--- config.mk ---
export PLATFORM = sky130hd
export DESIGN_NAME = framed_servo_packet_to_pwm_top
export DESIGN_NICKNAME = d
export VERILOG_FILES = /design/src/rtl/fspwm_pkg.sv /design/src/rtl/framed_servo_packet_to_pwm_top.sv /design/src/rtl/fspwm_parser.sv /design/src/rtl/fspwm_lane.sv
export SDC_FILE = /design/constraint.sdc
export NUM_CORES = 2
export LEC_CHECK = 0
export ABC_CLOCK_PERIOD_IN_PS = 31300
export BUFFER_PORTS_ARGS = -buffer_cell sky130_fd_sc_hd__buf_2
export CAP_MARGIN = 5
export CORE_ASPECT_RATIO = 1.5
export CORE_MARGIN = 2
export CORE_UTILIZATION = 62
export DETAILED_ROUTE_END_ITERATION = 7
export PLACE_DENSITY = 0.78
export SYNTH_ARGS = -nofsm -noshare
export SYNTH_HDL_FRONTEND = slang
export SYNTH_SLANG_ARGS = --single-unit
export TNS_END_PERCENT = 100
--- constraint.sdc ---
create_clock -name clk -period 31.3 [get_ports clk]
set_input_delay 0 -clock clk [delete_from_list [all_inputs] [get_ports clk]]
set_output_delay 0 -clock clk [all_outputs]
set_load 0.01 [all_outputs]
--- src/rtl/fspwm_pkg.sv ---
// ---------------------------------------------------------------------------
// fspwm_pkg
// Shared types and constants of the framed servo packet to PWM mapper.
// ---------------------------------------------------------------------------
`timescale 1ns / 1ps
`default_nettype none

package fspwm_pkg;

  // Number of compare fields on the result port
  localparam int OUT_FIELDS = 4;

  // Largest angle accepted; larger bytes are clamped to it
  localparam logic [7:0] ANGLE_LIMIT = 8'd180;

  // x / 180 is taken as (x >> 2) / 45; 45 by reciprocal with one correction
  localparam int QUOT_DIV    = 45;
  localparam int RECIP       = 93206;   // floor(2^22 / 45)
  localparam int RECIP_SHIFT = 22;

  // Register reset values
  localparam logic [7:0]  HEADER_RST = 8'hFF;
  localparam logic [7:0]  FOOTER_RST = 8'hFE;
  localparam logic [15:0] MIN_RST    = 16'd150;
  localparam logic [15:0] MAX_RST    = 16'd600;
  localparam logic [15:0] PERIOD_RST = 16'd4999;

  // Configuration register indexes
  typedef enum logic [2:0] {
    CFG_HEADER = 3'd0,
    CFG_FOOTER = 3'd1,
    CFG_MIN    = 3'd2,
    CFG_MAX    = 3'd3,
    CFG_PERIOD = 3'd4
  } fspwm_cfg_idx_t;

  // Stage load enables handed from the pipeline control to each lane
  typedef struct packed {
    logic p_en;
    logic d_en;
    logic o_en;
  } fspwm_adv_t;

endpackage

`default_nettype wire

--- src/rtl/framed_servo_packet_to_pwm_top.sv ---
// Framed servo packet to PWM compare mapper.
// Throughput: one byte per cycle while in_ready is high; a frame is CHANNELS + 2 bytes.
// The result beat passes the frame register (loaded on the edge that accepts the footer
// beat), then the product, quotient and output registers; back-pressure can hold any stage.
// Reset: synchronous, active low; clears the parser and all valid flags and
// loads the register defaults. Angle storage is not cleared.
// ---------------------------------------------------------------------------
// framed_servo_packet_to_pwm_top
// Configuration registers, pipeline valid chain and the mapping lanes.
// ---------------------------------------------------------------------------
`timescale 1ns / 1ps
`default_nettype none

module framed_servo_packet_to_pwm_top import fspwm_pkg::*; #(
  parameter int CHANNELS = 4
) (
  input  wire logic        clk,
  input  wire logic        rst_n,
  input  wire logic        in_valid,
  output logic             in_ready,
  input  wire logic [7:0]  in_rx_byte,
  output logic             out_valid,
  input  wire logic        out_ready,
  output logic [15:0]      out_base_compare,
  output logic [15:0]      out_shoulder_compare,
  output logic [15:0]      out_elbow_compare,
  output logic [15:0]      out_claw_compare,
  input  wire logic        cfg_valid,
  output logic             cfg_ready,
  input  wire logic [2:0]  cfg_index,
  input  wire logic [15:0] cfg_data
);

  localparam int LANES = (CHANNELS < OUT_FIELDS) ? CHANNELS : OUT_FIELDS;

  logic [7:0]  header_r;
  logic [7:0]  footer_r;
  logic [15:0] min_r;
  logic [15:0] max_r;
  logic [15:0] period_r;
  logic [15:0] span_w;

  logic                  frame_valid;
  logic [LANES-1:0][7:0] frame_angle;
  logic                  p_valid_r, d_valid_r, o_valid_r;
  logic                  p_ready, d_ready, o_ready, f_ready;
  logic                  in_fire;
  fspwm_adv_t            adv;

  logic [15:0]                 lane_cmp [LANES];
  logic [OUT_FIELDS-1:0][15:0] cmp_all;

  // Write configuration registers; unknown indexes are dropped
  assign cfg_ready = 1'b1;

  always_ff @(posedge clk) begin
    if (!rst_n) begin
      header_r <= HEADER_RST;
      footer_r <= FOOTER_RST;
      min_r    <= MIN_RST;
      max_r    <= MAX_RST;
      period_r <= PERIOD_RST;
    end else if (cfg_valid && cfg_ready) begin
      case (cfg_index)
        CFG_HEADER: header_r <= cfg_data[7:0];
        CFG_FOOTER: footer_r <= cfg_data[7:0];
        CFG_MIN:    min_r    <= cfg_data;
        CFG_MAX:    max_r    <= cfg_data;
        CFG_PERIOD: period_r <= cfg_data;
        default: ;
      endcase
    end
  end

  // Span collapses to zero when max is below min
  assign span_w = (max_r >= min_r) ? max_r - min_r : 16'd0;

  // Ready chain: a stage takes a beat when empty or when it is draining
  assign o_ready  = !o_valid_r || out_ready;
  assign d_ready  = !d_valid_r || o_ready;
  assign p_ready  = !p_valid_r || d_ready;
  assign f_ready  = !frame_valid || p_ready;
  assign in_ready = f_ready;
  assign in_fire  = in_valid && in_ready;

  assign adv.p_en = frame_valid && p_ready;
  assign adv.d_en = p_valid_r && d_ready;
  assign adv.o_en = d_valid_r && o_ready;

  always_ff @(posedge clk) begin
    if (!rst_n) begin
      p_valid_r <= 1'b0;
      d_valid_r <= 1'b0;
      o_valid_r <= 1'b0;
    end else begin
      if (p_ready) p_valid_r <= frame_valid;
      if (d_ready) d_valid_r <= p_valid_r;
      if (o_ready) o_valid_r <= d_valid_r;
    end
  end

  fspwm_parser #(
    .CHANNELS (CHANNELS),
    .LANES    (LANES)
  ) u_parser (
    .clk          (clk),
    .rst_n        (rst_n),
    .byte_fire    (in_fire),
    .rx_byte      (in_rx_byte),
    .header_value (header_r),
    .footer_value (footer_r),
    .frame_take   (p_ready),
    .frame_valid  (frame_valid),
    .frame_angle  (frame_angle)
  );

  // One mapping lane per channel given out
  for (genvar g = 0; g < LANES; g++) begin : g_lane
    fspwm_lane u_lane (
      .clk         (clk),
      .adv         (adv),
      .angle       (frame_angle[g]),
      .span        (span_w),
      .min_pulse   (min_r),
      .period_load (period_r),
      .compare     (lane_cmp[g])
    );
  end

  // Tie off result fields with no channel behind them
  for (genvar g = 0; g < OUT_FIELDS; g++) begin : g_out
    if (g < LANES) begin : g_used
      assign cmp_all[g] = lane_cmp[g];
    end else begin : g_zero
      assign cmp_all[g] = 16'd0;
    end
  end

  assign out_valid            = o_valid_r;
  assign out_base_compare     = cmp_all[0];
  assign out_shoulder_compare = cmp_all[1];
  assign out_elbow_compare    = cmp_all[2];
  assign out_claw_compare     = cmp_all[3];

endmodule

`default_nettype wire

--- src/rtl/fspwm_parser.sv ---
// ---------------------------------------------------------------------------
// fspwm_parser
// Frame parser: header, angle bytes, footer; holds one clamped frame beat.
// ---------------------------------------------------------------------------
`timescale 1ns / 1ps
`default_nettype none

module fspwm_parser import fspwm_pkg::*; #(
  parameter int CHANNELS = 4,
  parameter int LANES    = 4
) (
  input  wire logic                   clk,
  input  wire logic                   rst_n,
  input  wire logic                   byte_fire,
  input  wire logic [7:0]             rx_byte,
  input  wire logic [7:0]             header_value,
  input  wire logic [7:0]             footer_value,
  input  wire logic                   frame_take,
  output logic                        frame_valid,
  output logic [LANES-1:0][7:0]       frame_angle
);

  localparam int CW = (CHANNELS > 1) ? $clog2(CHANNELS) : 1;
  localparam int LW = (LANES > 1) ? $clog2(LANES) : 1;

  typedef enum logic [2:0] {
    PH_IDLE = 3'b001,
    PH_DATA = 3'b010,
    PH_FOOT = 3'b100
  } fspwm_phase_t;

  fspwm_phase_t          phase_r, phase_nxt;
  logic [CW-1:0]         cnt_r, cnt_nxt;
  logic [7:0]            angle_store [LANES];
  logic [LANES-1:0][7:0] angle_r;
  logic                  fv_r, fv_nxt;
  logic                  frame_load;
  logic                  last_byte;
  logic                  store_en;

  assign last_byte  = (cnt_r == CW'(CHANNELS - 1));
  assign store_en   = byte_fire && (phase_r == PH_DATA) &&
                      ({1'b0, cnt_r} < (CW + 1)'(LANES));
  assign frame_load = byte_fire && (phase_r == PH_FOOT) && (rx_byte == footer_value);

  // Advance the frame phase on each accepted byte
  always_comb begin
    phase_nxt = phase_r;
    cnt_nxt   = cnt_r;
    if (byte_fire) begin
      case (phase_r)
        PH_IDLE: begin
          if (rx_byte == header_value) begin
            phase_nxt = PH_DATA;
            cnt_nxt   = '0;
          end
        end
        PH_DATA: begin
          if (last_byte) begin
            phase_nxt = PH_FOOT;
            cnt_nxt   = '0;
          end else begin
            cnt_nxt = cnt_r + CW'(1);
          end
        end
        PH_FOOT: begin
          phase_nxt = PH_IDLE;
          cnt_nxt   = '0;
        end
        default: begin
          phase_nxt = PH_IDLE;
          cnt_nxt   = '0;
        end
      endcase
    end
  end

  // Hold a frame beat until the next stage takes it
  always_comb begin
    if (frame_load) begin
      fv_nxt = 1'b1;
    end else if (frame_take) begin
      fv_nxt = 1'b0;
    end else begin
      fv_nxt = fv_r;
    end
  end

  always_ff @(posedge clk) begin
    if (!rst_n) begin
      phase_r <= PH_IDLE;
      cnt_r   <= '0;
      fv_r    <= 1'b0;
    end else begin
      phase_r <= phase_nxt;
      cnt_r   <= cnt_nxt;
      fv_r    <= fv_nxt;
    end
  end

  // Store data bytes clamped to the angle limit
  always_ff @(posedge clk) begin
    if (store_en) begin
      angle_store[cnt_r[LW-1:0]] <= (rx_byte > ANGLE_LIMIT) ? ANGLE_LIMIT : rx_byte;
    end
  end

  // Copy the finished frame on a matching footer
  always_ff @(posedge clk) begin
    if (frame_load) begin
      for (int i = 0; i < LANES; i++) begin
        angle_r[i] <= angle_store[i];
      end
    end
  end

  assign frame_valid = fv_r;
  assign frame_angle = angle_r;

endmodule

`default_nettype wire

--- src/rtl/fspwm_lane.sv ---
// ---------------------------------------------------------------------------
// fspwm_lane
// Angle to compare value for one channel, three register stages.
// ---------------------------------------------------------------------------
`timescale 1ns / 1ps
`default_nettype none

module fspwm_lane import fspwm_pkg::*; (
  input  wire logic        clk,
  input  wire fspwm_adv_t  adv,
  input  wire logic [7:0]  angle,
  input  wire logic [15:0] span,
  input  wire logic [15:0] min_pulse,
  input  wire logic [15:0] period_load,
  output logic [15:0]      compare
);

  logic [23:0] prod_w;
  logic [38:0] rprod_w;
  logic [21:0] back_w;
  logic [21:0] rem_w;
  logic [15:0] quot_w;
  logic [16:0] pulse_w;
  logic [15:0] cmp_w;

  logic [21:0] x_r;
  logic [21:0] x2_r;
  logic [15:0] q0_r;
  logic [15:0] cmp_r;

  // Scale angle by span; the two low bits drop out of the divide by 180
  assign prod_w = {16'd0, angle} * {8'd0, span};

  always_ff @(posedge clk) begin
    if (adv.p_en) begin
      x_r <= prod_w[23:2];
    end
  end

  // Estimate the quotient by 45; it is exact or one short
  assign rprod_w = {17'd0, x_r} * 39'(RECIP);

  always_ff @(posedge clk) begin
    if (adv.d_en) begin
      q0_r <= rprod_w[RECIP_SHIFT+15:RECIP_SHIFT];
      x2_r <= x_r;
    end
  end

  // Correct the quotient, add the minimum and subtract from the period, clamping at zero
  assign back_w  = {6'd0, q0_r} * 22'(QUOT_DIV);
  assign rem_w   = x2_r - back_w;
  assign quot_w  = (rem_w >= 22'(QUOT_DIV)) ? q0_r + 16'd1 : q0_r;
  assign pulse_w = {1'b0, min_pulse} + {1'b0, quot_w};
  assign cmp_w   = (pulse_w > {1'b0, period_load}) ? 16'd0 : period_load - pulse_w[15:0];

  always_ff @(posedge clk) begin
    if (adv.o_en) begin
      cmp_r <= cmp_w;
    end
  end

  assign compare = cmp_r;

endmodule

`default_nettype wire

==> results.toml <==
[sta]
slew_headroom = 0.273
hold_viol_final = 0
period_minus_slack_ns = 10.27
slew_viol_final = 0
fmax_mhz = 97.4
worst_pin_slew_ns = 1.09
finalSetupViolCount = 0
finalCritPeriodShare = 0.328
rsz0062_at_grt = "false"
final.setup.tns_ns = 0
fin_skew_ns = 0.0437

[routing]
firstDrtPassIters = 7
avgRoutedWirePerCell_um = 20.1
finalWirelength_um = 176000
drtAntennaViolNets = 0
drtIter0Drc = 2980
drc = 0
routed_via_density = 5.82
vias = 51000

[critical_path]
critical_path.startpoint_type = "flop"
reg2reg_setup_slack_ns = 21.03
worstPathArrival_ns = 10.74
path_class = "flop to flop"
path_buf_inv = 3
slowest_delay_ns = 0.56
endpoint_kind = "flop"
worstPathRequired_ns = 31.77
cp_top_family = "compound AO/OA/AOI/OAI gates"
reg2reg_depth = 36
critPathSlowestCell = "a2111oi_0"
r2r_start = "g_lane[0].u_lane.q0_r[7]$_DFFE_PP_"
r2r-end = "g_lane[0].u_lane.compare[5]$_SDFFCE_PN0P_"
crit_fanout = 16

[min_path]
holdPathStages = 6
min-delay-start = "cfg_index[2]"
min_to = "footer_r[5]$_SDFFE_PN1P_"
hold_path_class = "primary input to flop"

[floorplanning]
start_util = 0.626
die_h_um = 415
die_w_um = 278
row_count = 150
core_area_um2 = 112000
io_pins = 99
dieArea_um2 = 116000

[synth]
yosys.cell_types.count = 80
yosysSeqAreaShare = 0.179
yosys_warnings = 0
synthArstFlopShare = 0
synth_area_per_cell_um2 = 9.67
synth_ff_type = "edfxtp_1"
synthCells = 7231
syn_area_um2 = 69900
ys_ff_latch = 441
syn_nets = 9324
synth_edf_count = 368

[placement]
port_buffers = 97
dp.cells = 8655
gp_routability_congestion = 0.976
dp_hpwl_um = 144000

[cells_and_area]
final-seq-area_um2 = 12500
fill_cells = 8788
drive_above_1_share = 0.0374
instances_no_fill = 8776
multi_input_area_um2 = 51100
layout_common_cells = "1548 x inv_1, 1116 x ha_1, 945 x fa_1"
nets = 9383
final_common_cell = "inv_1"
fin_util = 0.662
area_growth_pct = 5.63

[cts]
clock_latency_ns = 0.65
clock_path_buffers = 3
cts.sinks = 441
cts_tree = "built"
cts_resized = 0
cts-buffers-inserted = 48
cts.htree.levels = 2
cts-root-buf = "clkbuf_16"
clk_pin_slew_ns = 0.06

[power]
p_leak_uw = 0.0360
powerDensity_nw_per_um2 = 30.1
power_uw = 2220
peakVddDrop_mv = 0.0416

[job]
drv_cap = 0

[global_route]
overflow = 0
antenna_found_initial = 3
grt_max_degree = 77
grt_pass1_vias = 54300
track_usage = 0.311
grt_pass1_wl_um = 282000

[outcome]
status = "finished, final reports clean"
[sequential cells by signal, indices dropped and copies added, names as in the netlist]
name,count
min_r,16
g_lane.u_lane.q0_r,64
p_valid_r,1
d_valid_r,1
header_r,8
g_lane.u_lane.x2_r,88
u_parser.phase_r,3
u_parser.cnt_r,2
g_lane.u_lane.compare,64
u_parser.frame_valid,1
period_r,16
u_parser.frame_angle,32
out_valid,1
g_lane.u_lane.x_r,88
max_r,16
u_parser.angle_store,32
footer_r,8
[Yosys cell counts (45+ instances only)]
| master | instances | area share |
|---|---|---|
| inv_1 | 1548 | 0.083 |
| ha_1 | 1116 | 0.20 |
| fa_1 | 945 | 0.27 |
| nand2_1 | 583 | 0.031 |
| edfxtp_1 | 368 | 0.16 |
| and2_1 | 273 | 0.024 |
| nor2_1 | 267 | 0.014 |
| xnor2_1 | 237 | 0.030 |
| a21oi_1 | 235 | 0.017 |
| o21ai_0 | 174 | 0.012 |
| clkbuf_1 | 136 | 0.0073 |
| xor2_1 | 135 | 0.017 |
| a21o_1 | 132 | 0.014 |
| nor3_1 | 109 | 0.0078 |
| nand3_1 | 92 | 0.0066 |
| dfxtp_1 | 73 | 0.021 |
| nor2b_1 | 69 | 0.0062 |
| a21boi_0 | 61 | 0.0065 |
| o21a_1 | 61 | 0.0065 |
| and3_1 | 54 | 0.0048 |
| nand4_1 | 45 | 0.0040 |
[final cells by class]
type                            count  share of cell area
Timing Repair Buffer              158              0.0138
Antenna cell                        2           0.0000677
Multi-Input combinational cell   5093               0.692
Tap cell                         1444              0.0245
Inverter                         1548              0.0787
Clock buffer                       64              0.0187
Sequential cell                   441               0.169
Clock inverter                     26             0.00296
[cell families (layout without fill, tap and decap cells)]
logic type                 count (synthesis)  in the layout  synth area share
adders and majority gates               2061           2061             0.470
DFF                                      441            441             0.179
buffers and inverters                   1697           1796            0.0915
xor gates and xnor gates                 372            372            0.0466
AOI/OAI and AO/OA                        981            981            0.0938
and+or+nand+nor                         1660           1660             0.116
other                                      1              3         0.0000536
muxes                                     18             18           0.00268
[metrics by stage]
step | cell area, um^2 | hold slack, ns | setup slack, ns
2_1_floorplan | 69900 | 0.124 | 18.93
6_report | 73900 | 0.116 | 21.03
4_1_cts | 73900 | 0.0631 | 21.16
3_3_place_gp | 72000 | 0.289 | 21.31
3_5_place_dp | 72000 | 0.292 | 21.23
5_1_grt | 73900 | 0.161 | 19.92
[metal layers]
layer,part of all wire,global-route usage,up-vias
met5,0.00012,0,-
met2,0.51,0.555,1631
met3,0.057,0.0463,582
met1,0.37,0.356,25200
met4,0.063,0.170,4
li1,-,-,23600
[how the worst max path moves through the flow]
| stage | startpoint | slack [ns] | cells past startpoint | to |
|---|---|---|---|---|
| final | g_lane[0].u_lane.q0_r[7]$_DFFE_PP_ | 21.03 | 36 | g_lane[0].u_lane.compare[5]$_SDFFCE_PN0P_ |
| after global routing | g_lane[0].u_lane.q0_r[9]$_DFFE_PP_ | 19.92 | 36 | g_lane[0].u_lane.compare[4]$_SDFFCE_PN0P_ |
| after CTS | g_lane[0].u_lane.q0_r[7]$_DFFE_PP_ | 21.16 | 36 | g_lane[0].u_lane.compare[3]$_SDFFCE_PN0P_ |
| after detailed placement | g_lane[0].u_lane.q0_r[7]$_DFFE_PP_ | 21.23 | 36 | g_lane[0].u_lane.compare[3]$_SDFFCE_PN0P_ |
| after global placement | g_lane[0].u_lane.q0_r[7]$_DFFE_PP_ | 21.31 | 36 | g_lane[0].u_lane.compare[4]$_SDFFCE_PN0P_ |
| after floorplan | out_valid$_SDFFE_PN0P_ | 18.93 | 2 | g_lane[0].u_lane.q0_r[0]$_DFFE_PP_ |
[repair_timing]
| item | in CTS | in global routing |
|---|---|---|
| setup buffers | 0 | 0 |
| endpoints found under the hold margin | 103 | 0 |
| hold buffers | 29 | 0 |
[worst min-delay path, stage by stage]
cell	delay [ns]
buf_2	0.10
nor2b_1	0.18
nand2_1	0.14
nor2_1	0.13
nand2_1	0.10
nand3_1	0.06
[power by group]
part | switching (uW) | internal, uW
Combinational | 564 | 398
Sequential | 5.21 | 674
Clock | 265 | 316
Total | 834 | 1390
(Power assumes the default switching activity.)
